### config.mk
export PLATFORM = sky130hd
export DESIGN_NAME = card_id_allow_list_with_lockout
export DESIGN_NICKNAME = d
export VERILOG_FILES = /design/src/design/cidal_pkg.sv /design/src/design/card_id_allow_list_with_lockout.sv /design/src/design/cidal_cell.sv
export VERILOG_INCLUDE_DIRS = /design/src /design/src/design
export SDC_FILE = /design/constraint.sdc
export NUM_CORES = 2
export LEC_CHECK = 0
export BUFFER_PORTS_ARGS = -buffer_cell sky130_fd_sc_hd__buf_2
export CORE_ASPECT_RATIO = 0.9
export CORE_MARGIN = 2
export CORE_UTILIZATION = 59
export CTS_BUF_LIST = sky130_fd_sc_hd__clkbuf_8
export DETAILED_ROUTE_END_ITERATION = 8
export GPL_TIMING_DRIVEN = 0
export MAX_ROUTING_LAYER = met4
export PLACE_DENSITY = 0.87
export SETUP_SLACK_MARGIN = 0.02
export SLEW_MARGIN = 20
export SYNTH_ARGS = -nofsm -noshare
export SYNTH_HDL_FRONTEND = slang
export SYNTH_SLANG_ARGS = --single-unit
### constraint.sdc
create_clock -name aclk -period 6.8 [get_ports aclk]
set_input_delay 1.36 -clock aclk [delete_from_list [all_inputs] [get_ports aclk]]
set_output_delay 1.36 -clock aclk [all_outputs]
set_load 0.02 [all_outputs]
### src/design/assert_macros.svh
// assertion macros used by the top-level design file
`ifndef ASSERT_MACROS_SVH
`define ASSERT_MACROS_SVH

`ifndef NO_ASSERTIONS

// property checked at every rising clock edge outside reset
`define CHECK_PROP(lbl, prop, msg) \
    lbl: assert property (@(posedge aclk) disable iff (!aresetn) prop) else $error(msg);

// condition that must never be true outside reset
`define CHECK_NEVER(lbl, cond, msg) \
    lbl: assert property (@(posedge aclk) disable iff (!aresetn) !(cond)) else $error(msg);

`else

`define CHECK_PROP(lbl, prop, msg)

`define CHECK_NEVER(lbl, cond, msg)

`endif

`endif

### src/design/cidal_pkg.sv
// types and constants of the card id allow list
package cidal_pkg;

    localparam int UID_W       = 32;
    localparam int OP_W        = 3;
    localparam int TRIES_W     = 4;
    localparam int TIMER_W     = 24;
    localparam int STATUS_W    = 4;
    localparam int IN_TDATA_W  = 40;
    localparam int OUT_TDATA_W = 48;

    localparam logic [UID_W-1:0]   DEFAULT_ID        = 32'hD11C0224;
    localparam logic [TRIES_W-1:0] MAX_TRIES_DEFAULT = 4'd5;
    localparam logic [TIMER_W-1:0] LOCKOUT_DEFAULT   = 24'd300000;
    localparam logic [TIMER_W-1:0] TIMER_MAX         = 24'hFFFFFF;

    localparam logic [OP_W-1:0] OP_CARD   = 3'd0;
    localparam logic [OP_W-1:0] OP_TICK   = 3'd1;
    localparam logic [OP_W-1:0] OP_NORMAL = 3'd2;
    localparam logic [OP_W-1:0] OP_ADD    = 3'd3;
    localparam logic [OP_W-1:0] OP_REMOVE = 3'd4;

    localparam logic [0:0] REG_MAX_TRIES = 1'b0;
    localparam logic [0:0] REG_LOCKOUT   = 1'b1;

    localparam logic [STATUS_W-1:0] ST_NONE       = 4'd0;
    localparam logic [STATUS_W-1:0] ST_MODE_SET   = 4'd1;
    localparam logic [STATUS_W-1:0] ST_GRANTED    = 4'd2;
    localparam logic [STATUS_W-1:0] ST_DENIED     = 4'd3;
    localparam logic [STATUS_W-1:0] ST_LOCK_START = 4'd4;
    localparam logic [STATUS_W-1:0] ST_BLOCKED    = 4'd5;
    localparam logic [STATUS_W-1:0] ST_ADDED      = 4'd6;
    localparam logic [STATUS_W-1:0] ST_FULL       = 4'd7;
    localparam logic [STATUS_W-1:0] ST_EXISTS     = 4'd8;
    localparam logic [STATUS_W-1:0] ST_REMOVED    = 4'd9;
    localparam logic [STATUS_W-1:0] ST_EMPTY      = 4'd10;
    localparam logic [STATUS_W-1:0] ST_NOT_FOUND  = 4'd11;

    typedef enum logic [1:0] {
        MODE_NORMAL = 2'd0,
        MODE_ADD    = 2'd1,
        MODE_REMOVE = 2'd2
    } mode_t;

    // command broadcast to every cell
    typedef struct packed {
        logic cmp_en;
        logic append_en;
        logic remove_en;
    } cell_cmd_t;

    // result item, last field (status) in the lowest bits
    typedef struct packed {
        logic [4:0]          pad;
        logic                lockout_expired;
        logic                tries_cleared;
        logic [TIMER_W-1:0]  remaining_ticks;
        logic [TRIES_W-1:0]  try_count;
        logic [4:0]          entry_count;
        logic [3:0]          match_index;
        logic [STATUS_W-1:0] status;
    } out_item_t;

endpackage

### src/design/card_id_allow_list_with_lockout.sv
// card id allow list with wrong-try lockout, top level
// an input transfer is registered in idle, the cells compare and register their hits in the
// compare step, and the decide step loads the result into the output register; decide holds
//   while a result waits there and is not taken; one item is worked on at a time
// the next input is taken while a result waits in the output register
// reset (aresetn low, synchronous): list holds the default id, normal mode, timers clear
module card_id_allow_list_with_lockout
    import cidal_pkg::*;
#(
    parameter int LIST_DEPTH = 16
) (
    input  logic                   aclk,
    input  logic                   aresetn,
    input  logic                   s_tvalid,
    output logic                   s_tready,
    input  logic [IN_TDATA_W-1:0]  s_tdata,   // operation, card_uid, zero pad
    output logic                   m_tvalid,
    input  logic                   m_tready,
    output logic [OUT_TDATA_W-1:0] m_tdata,   // status, match_index, entry_count,
                                              // try_count, remaining_ticks,
                                              // tries_cleared, lockout_expired, zero pad
    input  logic                   cfg_we,
    input  logic [0:0]             cfg_addr,
    input  logic [TIMER_W-1:0]     cfg_wdata
);

    localparam int IDX_W = (LIST_DEPTH > 1) ? $clog2(LIST_DEPTH) : 1;
    localparam int CNT_W = $clog2(LIST_DEPTH + 1);

    typedef enum logic [1:0] {
        S_IDLE,
        S_CMP,
        S_DECIDE
    } state_t;

    state_t             state_reg;
    logic [OP_W-1:0]    op_reg;
    logic [UID_W-1:0]   uid_reg;
    logic [CNT_W-1:0]   count_reg;
    logic [CNT_W-1:0]   count_next;
    mode_t              mode_reg;
    mode_t              mode_next;
    logic [TRIES_W-1:0] tries_reg;
    logic [TRIES_W-1:0] tries_next;
    logic [TIMER_W-1:0] elapsed_reg;
    logic [TIMER_W-1:0] elapsed_next;
    logic [TRIES_W-1:0] max_tries_reg;
    logic [TIMER_W-1:0] lock_ticks_reg;
    logic               m_tvalid_reg;
    out_item_t          out_reg;
    out_item_t          res;
    cell_cmd_t          cmd;
    logic               fire;

    logic [UID_W-1:0]      entries [LIST_DEPTH];
    logic [LIST_DEPTH-1:0] hits;
    logic [IDX_W-1:0]      pos;
    logic                  found;

    logic               lock_check;
    logic               blocked;
    logic [TRIES_W-1:0] tries_eff;
    logic [TRIES_W:0]   tries_inc;

    // cell row
    for (genvar i = 0; i < LIST_DEPTH; i++) begin : g_cell
        logic [UID_W-1:0] nbr;
        if (i == LIST_DEPTH - 1) begin : g_last
            assign nbr = entries[i];
        end else begin : g_mid
            assign nbr = entries[i + 1];
        end
        cidal_cell #(
            .IDX_W    (IDX_W),
            .CNT_W    (CNT_W),
            .IDX      (i),
            .HAS_INIT (i == 0)
        ) u_cell (
            .aclk       (aclk),
            .aresetn    (aresetn),
            .cmd        (cmd),
            .uid        (uid_reg),
            .pos        (pos),
            .count      (count_reg),
            .next_entry (nbr),
            .entry      (entries[i]),
            .hit        (hits[i])
        );
    end

    // first hit in the list
    always_comb begin
        pos   = '0;
        found = 1'b0;
        for (int i = LIST_DEPTH - 1; i >= 0; i--) begin
            if (hits[i]) begin
                pos   = IDX_W'(i);
                found = 1'b1;
            end
        end
    end

    assign fire = (state_reg == S_DECIDE) && (!m_tvalid_reg || m_tready);

    always_comb begin
        count_next   = count_reg;
        mode_next    = mode_reg;
        tries_next   = tries_reg;
        elapsed_next = elapsed_reg;
        res          = '0;
        cmd          = '0;
        cmd.cmp_en   = (state_reg == S_CMP);
        lock_check   = tries_reg >= max_tries_reg;
        blocked      = lock_check && (elapsed_reg < lock_ticks_reg);
        tries_eff    = (lock_check && !blocked) ? '0 : tries_reg;
        tries_inc    = {1'b0, tries_eff} + 1'b1;
        case (op_reg)
            OP_TICK: begin
                if (elapsed_reg != TIMER_MAX) begin
                    elapsed_next = elapsed_reg + 1'b1;
                end
            end
            OP_NORMAL, OP_ADD, OP_REMOVE: begin
                mode_next = (op_reg == OP_NORMAL) ? MODE_NORMAL :
                            (op_reg == OP_ADD) ? MODE_ADD : MODE_REMOVE;
                tries_next        = '0;
                res.tries_cleared = (tries_reg != '0);
                res.status        = ST_MODE_SET;
            end
            OP_CARD: begin
                if (blocked) begin
                    res.status          = ST_BLOCKED;
                    res.remaining_ticks = lock_ticks_reg - elapsed_reg;
                end else begin
                    res.lockout_expired = lock_check;
                    tries_next          = tries_eff;
                    case (mode_reg)
                        MODE_ADD: begin
                            if (found) begin
                                res.status      = ST_EXISTS;
                                res.match_index = 4'(pos);
                            end else if (count_reg == CNT_W'(LIST_DEPTH)) begin
                                res.status = ST_FULL;
                            end else begin
                                cmd.append_en = fire;
                                count_next    = count_reg + 1'b1;
                                res.status    = ST_ADDED;
                            end
                        end
                        MODE_REMOVE: begin
                            if (count_reg == '0) begin
                                res.status = ST_EMPTY;
                            end else if (found) begin
                                cmd.remove_en   = fire;
                                count_next      = count_reg - 1'b1;
                                res.status      = ST_REMOVED;
                                res.match_index = 4'(pos);
                            end else begin
                                res.status = ST_NOT_FOUND;
                            end
                        end
                        default: begin
                            if (found) begin
                                res.status      = ST_GRANTED;
                                res.match_index = 4'(pos);
                                tries_next      = '0;
                            end else begin
                                res.status = ST_DENIED;
                                if (tries_eff < max_tries_reg) begin
                                    tries_next = tries_inc[TRIES_W-1:0];
                                    if (tries_inc[TRIES_W-1:0] == max_tries_reg) begin
                                        elapsed_next = '0;
                                        res.status   = ST_LOCK_START;
                                    end
                                end
                            end
                        end
                    endcase
                end
            end
            default: begin
                res.status = ST_NONE;
            end
        endcase
        res.entry_count = 5'(count_next);
        res.try_count   = tries_next;
    end

    always_ff @(posedge aclk) begin
        if (!aresetn) begin
            state_reg      <= S_IDLE;
            count_reg      <= CNT_W'(1);
            mode_reg       <= MODE_NORMAL;
            tries_reg      <= '0;
            elapsed_reg    <= '0;
            max_tries_reg  <= MAX_TRIES_DEFAULT;
            lock_ticks_reg <= LOCKOUT_DEFAULT;
            m_tvalid_reg   <= 1'b0;
        end else begin
            if (cfg_we) begin
                case (cfg_addr)
                    REG_MAX_TRIES: max_tries_reg  <= cfg_wdata[TRIES_W-1:0];
                    REG_LOCKOUT:   lock_ticks_reg <= cfg_wdata;
                    default: ;
                endcase
            end
            if (fire) begin
                m_tvalid_reg <= 1'b1;
            end else if (m_tvalid_reg && m_tready) begin
                m_tvalid_reg <= 1'b0;
            end
            case (state_reg)
                S_IDLE: begin
                    if (s_tvalid) begin
                        op_reg    <= s_tdata[OP_W-1:0];
                        uid_reg   <= s_tdata[OP_W +: UID_W];
                        state_reg <= S_CMP;
                    end
                end
                S_CMP: begin
                    state_reg <= S_DECIDE;
                end
                S_DECIDE: begin
                    if (fire) begin
                        count_reg    <= count_next;
                        mode_reg     <= mode_next;
                        tries_reg    <= tries_next;
                        elapsed_reg  <= elapsed_next;
                        out_reg      <= res;
                        state_reg    <= S_IDLE;
                    end
                end
                default: begin
                    state_reg <= S_IDLE;
                end
            endcase
        end
    end

    assign s_tready = (state_reg == S_IDLE);
    assign m_tvalid = m_tvalid_reg;
    assign m_tdata  = out_reg;

`include "assert_macros.svh"

    `CHECK_NEVER(a_count_range, count_reg > CNT_W'(LIST_DEPTH), "entry count above list depth")
    `CHECK_PROP(a_fire_loads, fire |=> m_tvalid_reg && state_reg == S_IDLE, "result not loaded")
    `CHECK_PROP(a_grant_clears, m_tvalid_reg && out_reg.status == ST_GRANTED |-> out_reg.try_count == '0, "grant left tries")
    `CHECK_PROP(a_remaining_blocked, m_tvalid_reg && out_reg.remaining_ticks != '0 |-> out_reg.status == ST_BLOCKED, "remaining ticks outside block")

endmodule

### src/design/cidal_cell.sv
// one list cell: holds an id, compares it and shifts or appends
module cidal_cell
    import cidal_pkg::*;
#(
    parameter int IDX_W    = 4,
    parameter int CNT_W    = 5,
    parameter int IDX      = 0,
    parameter bit HAS_INIT = 1'b0
) (
    input  logic             aclk,
    input  logic             aresetn,
    input  cell_cmd_t        cmd,
    input  logic [UID_W-1:0] uid,
    input  logic [IDX_W-1:0] pos,
    input  logic [CNT_W-1:0] count,
    input  logic [UID_W-1:0] next_entry,
    output logic [UID_W-1:0] entry,
    output logic             hit
);

    logic [UID_W-1:0] entry_reg;
    logic [UID_W-1:0] entry_next;
    logic             hit_reg;
    logic             in_list;
    logic             take_next;
    logic             take_uid;

    assign in_list   = CNT_W'(IDX) < count;
    assign take_next = cmd.remove_en && (IDX_W'(IDX) >= pos) && (CNT_W'(IDX + 1) < count);
    assign take_uid  = cmd.append_en && (count == CNT_W'(IDX));

    always_comb begin
        entry_next = entry_reg;
        if (take_next) begin
            entry_next = next_entry;
        end else if (take_uid) begin
            entry_next = uid;
        end
    end

    always_ff @(posedge aclk) begin
        if (!aresetn && HAS_INIT) begin
            entry_reg <= DEFAULT_ID;
        end else begin
            entry_reg <= entry_next;
        end
        if (!aresetn) begin
            hit_reg <= 1'b0;
        end else if (cmd.cmp_en) begin
            hit_reg <= in_list && (entry_reg == uid);
        end
    end

    assign entry = entry_reg;
    assign hit   = hit_reg;

endmodule

# After elaboration in Yosys (flattened, before gate mapping)
# Cells that the tools add are included.
[classes]
n_mux = 109
add_sub_neg = 5
n_eq_ne = 50
n_reduce_logical = 105
order_cmp = 36
n_bitwise = 3
[op_table]
columns = ["cell", "n"]
rows = [
  ["$mux 32", 30],
  ["$eq 32x32->1", 16],
  ["$mux 24", 6],
  ["$mux 4", 27],
  ["$logic_and 1x1->1", 68],
  ["$pmux 24 s2", 1],
  ["$eq 5x4->1 const B", 8],
  ["$lt 4x5->1 const A", 8],
  ["$reduce_bool 2->1", 17],
  ["$ge 4x4->1 const A", 8],
  ["$mux 5", 6],
  ["$mux 1", 25],
  ["$add 24x1->24 const B", 1],
  ["$lt 24x24->1", 1],
  ["$ne 24x24->1 const B", 1],
  ["$sub 24x24->24", 1],
  ["$eq 5x3->1 const B", 4],
  ["$lt 3x5->1 const A", 4],
  ["$ge 3x4->1 const A", 4],
  ["$mux 2", 8],
  ["$ne 2x2->1 const B", 8],
  ["$pmux 4 s2", 2],
  ["$pmux 8 s2", 1],
  ["$reduce_and 2->1", 6],
  ["33 further kinds", 47],
]
[totals]
ff_bits = 672
inputBits = 70
wordCells = 357

# Longest topological paths before layout
[logic_depth]
ltp_word = 25
depth_mapped = 21

# Modules after synthesis
# Synthesis repeated with hierarchy kept, for this count alone.
[hier_totals]
hier_cells = 2875
area_unflattened_um2 = 37399.6
[modules_own_cells]
columns = ["module", "area_each_um2", "n_inst", "cells_per_inst", "seq_area_each_um2"]
rows = [
  ["card_id_allow_list_with_lockout", 8025.2, 1, 861, 3663.5],
  ["cidal_cell at g_cell[12].u_cell ...", 1785.5, 2, 122, 980.9],
  ["cidal_cell at g_cell[8].u_cell", 1965.6, 1, 125, 980.9],
  ["cidal_cell at g_cell[5].u_cell", 1931.9, 1, 127, 980.9],
  ["cidal_cell at g_cell[1].u_cell", 1918.1, 1, 119, 980.9],
  ["cidal_cell at g_cell[9].u_cell", 1905.6, 1, 121, 980.9],
  ["cidal_cell at g_cell[15].u_cell", 1901.8, 1, 120, 980.9],
  ["cidal_cell at g_cell[0].u_cell", 1851.8, 1, 192, 660.6],
  ["cidal_cell at g_cell[10].u_cell", 1809.2, 1, 122, 980.9],
  ["cidal_cell at g_cell[7].u_cell", 1809.2, 1, 119, 980.9],
  ["cidal_cell at g_cell[11].u_cell", 1801.7, 1, 122, 980.9],
  ["cidal_cell at g_cell[13].u_cell", 1801.7, 1, 120, 980.9],
  ["cidal_cell at g_cell[4].u_cell", 1789.2, 1, 122, 980.9],
  ["cidal_cell at g_cell[2].u_cell", 1788.0, 1, 120, 980.9],
  ["+2 rows", "--", "--", "--", "--"],
]

# Worst setup path before layout
# OpenSTA, ideal clock, no wires.
[synth_timing]
path_type = "register -> register"
startpoint = "reg elapsed_reg[5]"
endpoint = "reg g_cell[13].u_cell.entry_reg[0] (enable)"
n_path_buf = 1
period_less_slack_ps = 6542
t_arrival_ps = 6031
required_time_ps = 6289
path_slack_ps = 258
stages_incl_launch_ff = 11
path_cell_list = "dfxtp_1 -> inv_1 -> ha_1 -> a21o_1 -> or3_1 -> o21a_1 -> a2111oi_4 -> nor2_1 -> or4_1 -> clkbuf_1 -> o41ai_1"
[synth_via]
elab_chain_len = 7
[synth_lines]
columns = ["element", "line", "source"]
rows = [
  ["from (decl)", "card_id_allow_list_with_lockout.sv:45", "logic [TIMER_W-1:0] elapsed_reg;"],
  ["from (signal assigned)", "card_id_allow_list_with_lockout.sv:228", "elapsed_reg <= elapsed_next;"],
  ["$lt 24x24->1 (*)", "card_id_allow_list_with_lockout.sv:114", "blocked = lock_check && (elapsed_reg < lock_ticks_reg);"],
  ["$logic_and 1x1->1 (*)", "card_id_allow_list_with_lockout.sv:114", ""],
  ["$mux 2 (*)", "card_id_allow_list_with_lockout.sv:131", "if (blocked) begin"],
  ["$mux 2 (*)", "card_id_allow_list_with_lockout.sv:117", "case (op_reg)"],
  ["$logic_and 1x1->1 (2 in series)", "cidal_cell.sv:29", "assign take_next = cmd.remove_en && (IDX_W'(IDX) >= pos) && (CNT_W'(IDX + 1) < count);"],
  ["$reduce_bool 2->1 (no line) (*)", "--", ""],
  ["to (signal assigned)", "cidal_cell.sv:45", "entry_reg <= entry_next;"],
  ["to (decl)", "cidal_cell.sv:21", "logic [UID_W-1:0] entry_reg;"],
]
# Every way passes the cells marked *; elsewhere a longest branch is shown, timed or not.
# A chain may end at the register's enable or synchronous reset.

# Worst setup path in the final report
[layout_timing]
startpoint = "reg elapsed_reg[20]"
endpoint = "reg g_cell[13].u_cell.entry_reg[8] (enable)"
# The elaborated chain is that of the path after synthesis.

==> results <==
- The final-report max-slew violation count came to 0.
- The full die area is 62900 um2.
- edfxtp_1 takes more of the synthesized area than any other cell.
- The flop and latch count out of synthesis is roughly 670.
- The flip-flop count of the largest register after layout is 512.
- Setup violations remaining at the end of the flow were counted as 0.
- The terminus of the critical flop-to-flop path is g_cell[13].u_cell.entry[8]$_DFFE_PP_.
- The TritonCTS buffer count is 107.
- STA puts the critical path data arrival time at 6.67 ns.
- The pre-CTS setup slack is around 0.85 ns.
- The first global-routing pass estimated ~160000 um of wire.
- For the worst setup path, the data required time is 7.23 ns.
- The analysis attributes to cell leakage a power of 13.7 nW.
- The cell with the largest stage delay on the worst path is nor4_4.
- The pin count of the biggest net entering global routing is 33.
- Of the cells placed in the final design, the portion with a size suffix greater than 1 is 0.233.
- In the post-synthesis netlist, the biggest area contributors are edfxtp_1 47%, mux2_2 12%, xor2_1 6.6%.
- The critical path runs through a total of 16 cells.
- After clock tree synthesis, the clock-pin slew on the worst setup and hold paths is 0.07 ns.
- Routability-driven placement finished with a final weighted congestion of 1.05.
- In the finished design, the share of the clock period the worst path needs comes to 0.919.
- The horizontal die dimension is roughly 260 um.
- The initial utilization of the core area, before any placement, comes to 0.599.
- edfxtp_1 is the most common cell in the netlist.
- The synthesized netlist occupies a cell area of roughly 36000 um2.
- The tightest min-delay check is of the reg -> reg type.
- For this run, global-route usage on met3 was measured as 0.0985.
- The detail route stage leaves a number of antenna-violating nets equal to 0.
- Counting cells, the worst reg-to-reg path comes to 16.
- The die is 238 um tall.
- The post-detailed-route DRC marker count is 0.
- After synthesis, the most frequently instantiated cells are 558 x edfxtp_1, 390 x mux2_2, 270 x xor2_1.
- The setup slack of the worst register-to-register path is about 0.55 ns.
- In the synthesized netlist the dominant register cell turns out to be edfxtp_1.
- The detail-routed net length per standard cell is 27.3 um.
- Among cell families on the critical path, the largest total delay comes from simple AND/OR/NAND/NOR gates.
- The number of antenna violations at the first check in global routing was 2.
- The pre-antenna-repair detailed-routing pass consisted of 6 iterations.
- The H-tree depth is 3.
- Port buffering added 109 buffers.
- Clock tree synthesis found a total of between 600 and 700 sinks.
- The number of buffers and inverters on the critical path is 7.
- The via count of the first global-routing pass was between 20000 and 25000.
- The total wire length after detailed routing is 111000 um.
- The critical path launch point type is a flip-flop.
- The delay contributed by the slowest stage of the critical path is 0.83 ns.
- The worst-case hold slack is ~0.44 ns.
- Buffers inserted to repair hold after CTS numbered 0.
- The count of vias placed by the detailed router is 25700.
- The insertion delay to the later sink of the worst-skew pair is 0.76 ns.
- The category of the critical setup timing path is reg -> reg.
- The count of flip-flops with a built-in enable after synthesis is 558.
- The number of hold violations in the final report is 0.
- The I/O pin count is 120.
- The share of synthesized area in the top cell type comes to 0.466.
- The run finished with clean final reports.
- The distinct cell type count after synthesis is 74.
- Along the worst path, the maximum fanout reaches 10.
- The total congestion overflow is 0.
- The timing-limited maximum frequency is about 160 MHz.
- TritonCTS built the clock tree.
- Max-cap violations in this run came to 0.
- The first routing iteration left 4039 violations.
- The clock passes through at most 3 buffers.
- Power spread over the standard cell area amounts to 212 nW/um2.
- The max-slew headroom at the worst pin is 0.174.
- The source of the worst register-to-register timing path is elapsed_reg[20]$_SDFFE_PN0P_.
- The number of buffers inserted to repair setup after CTS is 0.
- The setup skew after layout is 0.0455 ns.
- The post-route worst setup slack is 0.551 ns.
- The actual transition at the worst max-transition pin is 1.23 ns.
- The sort of element at the end of the critical path is a flip-flop.
- The highest ir drop seen on vdd is between 200 and 300 uV.
- The net count of the finished layout is 3284.
- The routing usage on met2 is 0.493.
- For met1 alone, demand over resource in global routing was 0.487.
- The worst path in the final design needs a cycle of 6.25 ns, including I/O delays and setup.
- Tracing the worst setup path back leads to its startpoint at elapsed_reg[20]$_SDFFE_PN0P_.
- Relative to the synthesized area, the layout overhead comes to 11.0%.
- The number of synthesis warnings is 0.
- The share of the Yosys chip area taken by registers is 0.530.
- The most used routing layer in global routing is met2.
- Setup repair after global routing left no endpoint under its margin.
- In this run the worst setup path terminates at g_cell[13].u_cell.entry[8]$_DFFE_PP_.
- The HPWL after detailed placement is slightly below 90000 um.
- A synthesized cell averages 12.3 um2.
- Across every metal layer, demand over resource in global routing totals 0.359.
- The core area is 60000 um2.
- In the synthesized netlist, the number of instances is 2927.
- The clock root buffer master is clkbuf_8.
- Traced cell by cell, the critical path runs through inv_1 -> ha_1 -> nand3_1 -> nor4_2 -> nand3_1 -> o211ai_1 -> nor2_1 -> nor4_4 -> o211ai_1 -> clkbuf_1 -> o41ai_2 -> buf_2 -> buf_2 -> buf_2 -> buf_2 -> buf_2.
- The site row count is 85.
- In the synthesized netlist the async set-or-reset flop fraction comes to 0.
- The total negative slack is 0 ns.
- The post-CTS resize count is 0.
- The cell that appears most often on the critical path is buf_2.
- The ratio of routed vias to standard cells is 6.35.
==> cell usage in the layout, fill, tap and decap left out, drive strengths merged, types with 78 or more instances in the layout <==
cell	n
edfxtp	558
mux2	448
clkbuf	286
xor2	270
xnor2	260
buf	199
nand2	141
a21oi	121
dfxtp	114
inv	105
nor2	101
nor4	93
nand4	82
o21ai	78
==> cell type report <==
class	count	area, um2
fillers	4443	20100
flip-flops and latches	672	19000
multi-input cells	1964	15800
clock buffers	117	1610
plain buffers	236	996
well taps	783	980
repair buffers	132	778
clock inverters	83	420
inverters	59	221
diodes	5	12.5
==> power by group <==
part           switching, mW  internal, mW
combinational          0.411         0.230
clock                   1.69          1.66
sequential            0.0172          4.46
==> per-stage QoR <==
| stage | area, um2 | cells | total power [mW] | utilization |
|---|---|---|---|---|
| after floorplan | 35900 | 2931 | 4.94 | - |
| after global placement | 37500 | 3823 | 5.16 | 0.625 |
| after detailed placement | 37800 | 3846 | 5.17 | 0.631 |
| final | 39900 | 4051 | 8.47 | 0.665 |
| after CTS | 39900 | 4046 | 8.44 | 0.664 |
| after global routing | 39900 | 4049 | 8.67 | 0.665 |
==> layer usage <==
layer,part of all wire,vias up
li1,-,11200
met1,0.40,12400
met2,0.42,1795
met3,0.13,282
met4,0.054,0
met5,0,-
==> how the worst min path moves through the flow <==
| stage | start | endpoint | cells past startpoint |
|---|---|---|---|
| after global placement | uid_reg[20]$_DFFE_PP_ | g_cell[15].u_cell.entry[20]$_DFFE_PP_ | 0 |
| after detailed placement | uid_reg[29]$_DFFE_PP_ | g_cell[15].u_cell.entry[29]$_DFFE_PP_ | 0 |
| after global routing | uid_reg[20]$_DFFE_PP_ | g_cell[15].u_cell.entry[20]$_DFFE_PP_ | 0 |
| final | uid_reg[7]$_DFFE_PP_ | g_cell[15].u_cell.entry[7]$_DFFE_PP_ | 0 |
| after CTS | uid_reg[7]$_DFFE_PP_ | g_cell[15].u_cell.entry[7]$_DFFE_PP_ | 0 |
| after floorplan | uid_reg[0]$_DFFE_PP_ | g_cell[15].u_cell.entry[0]$_DFFE_PP_ | 0 |
==> cell families (layout without fill, tap and decap cells) <==
kind of cell               after synthesis  in the layout  share of synthesized area
xor gates and xnor gates               530            530                      0.129
other                                    1             10                   0.000104
buffers and inverters                  295            627                     0.0339
and+or+nand+nor                        595            595                     0.0849
muxes                                  475            475                      0.151
DFF                                    672            672                      0.530
AOI/OAI and AO/OA                      317            317                     0.0563
adders and majority gates               42             42                     0.0148
Power figures use the tool's default switching activity.
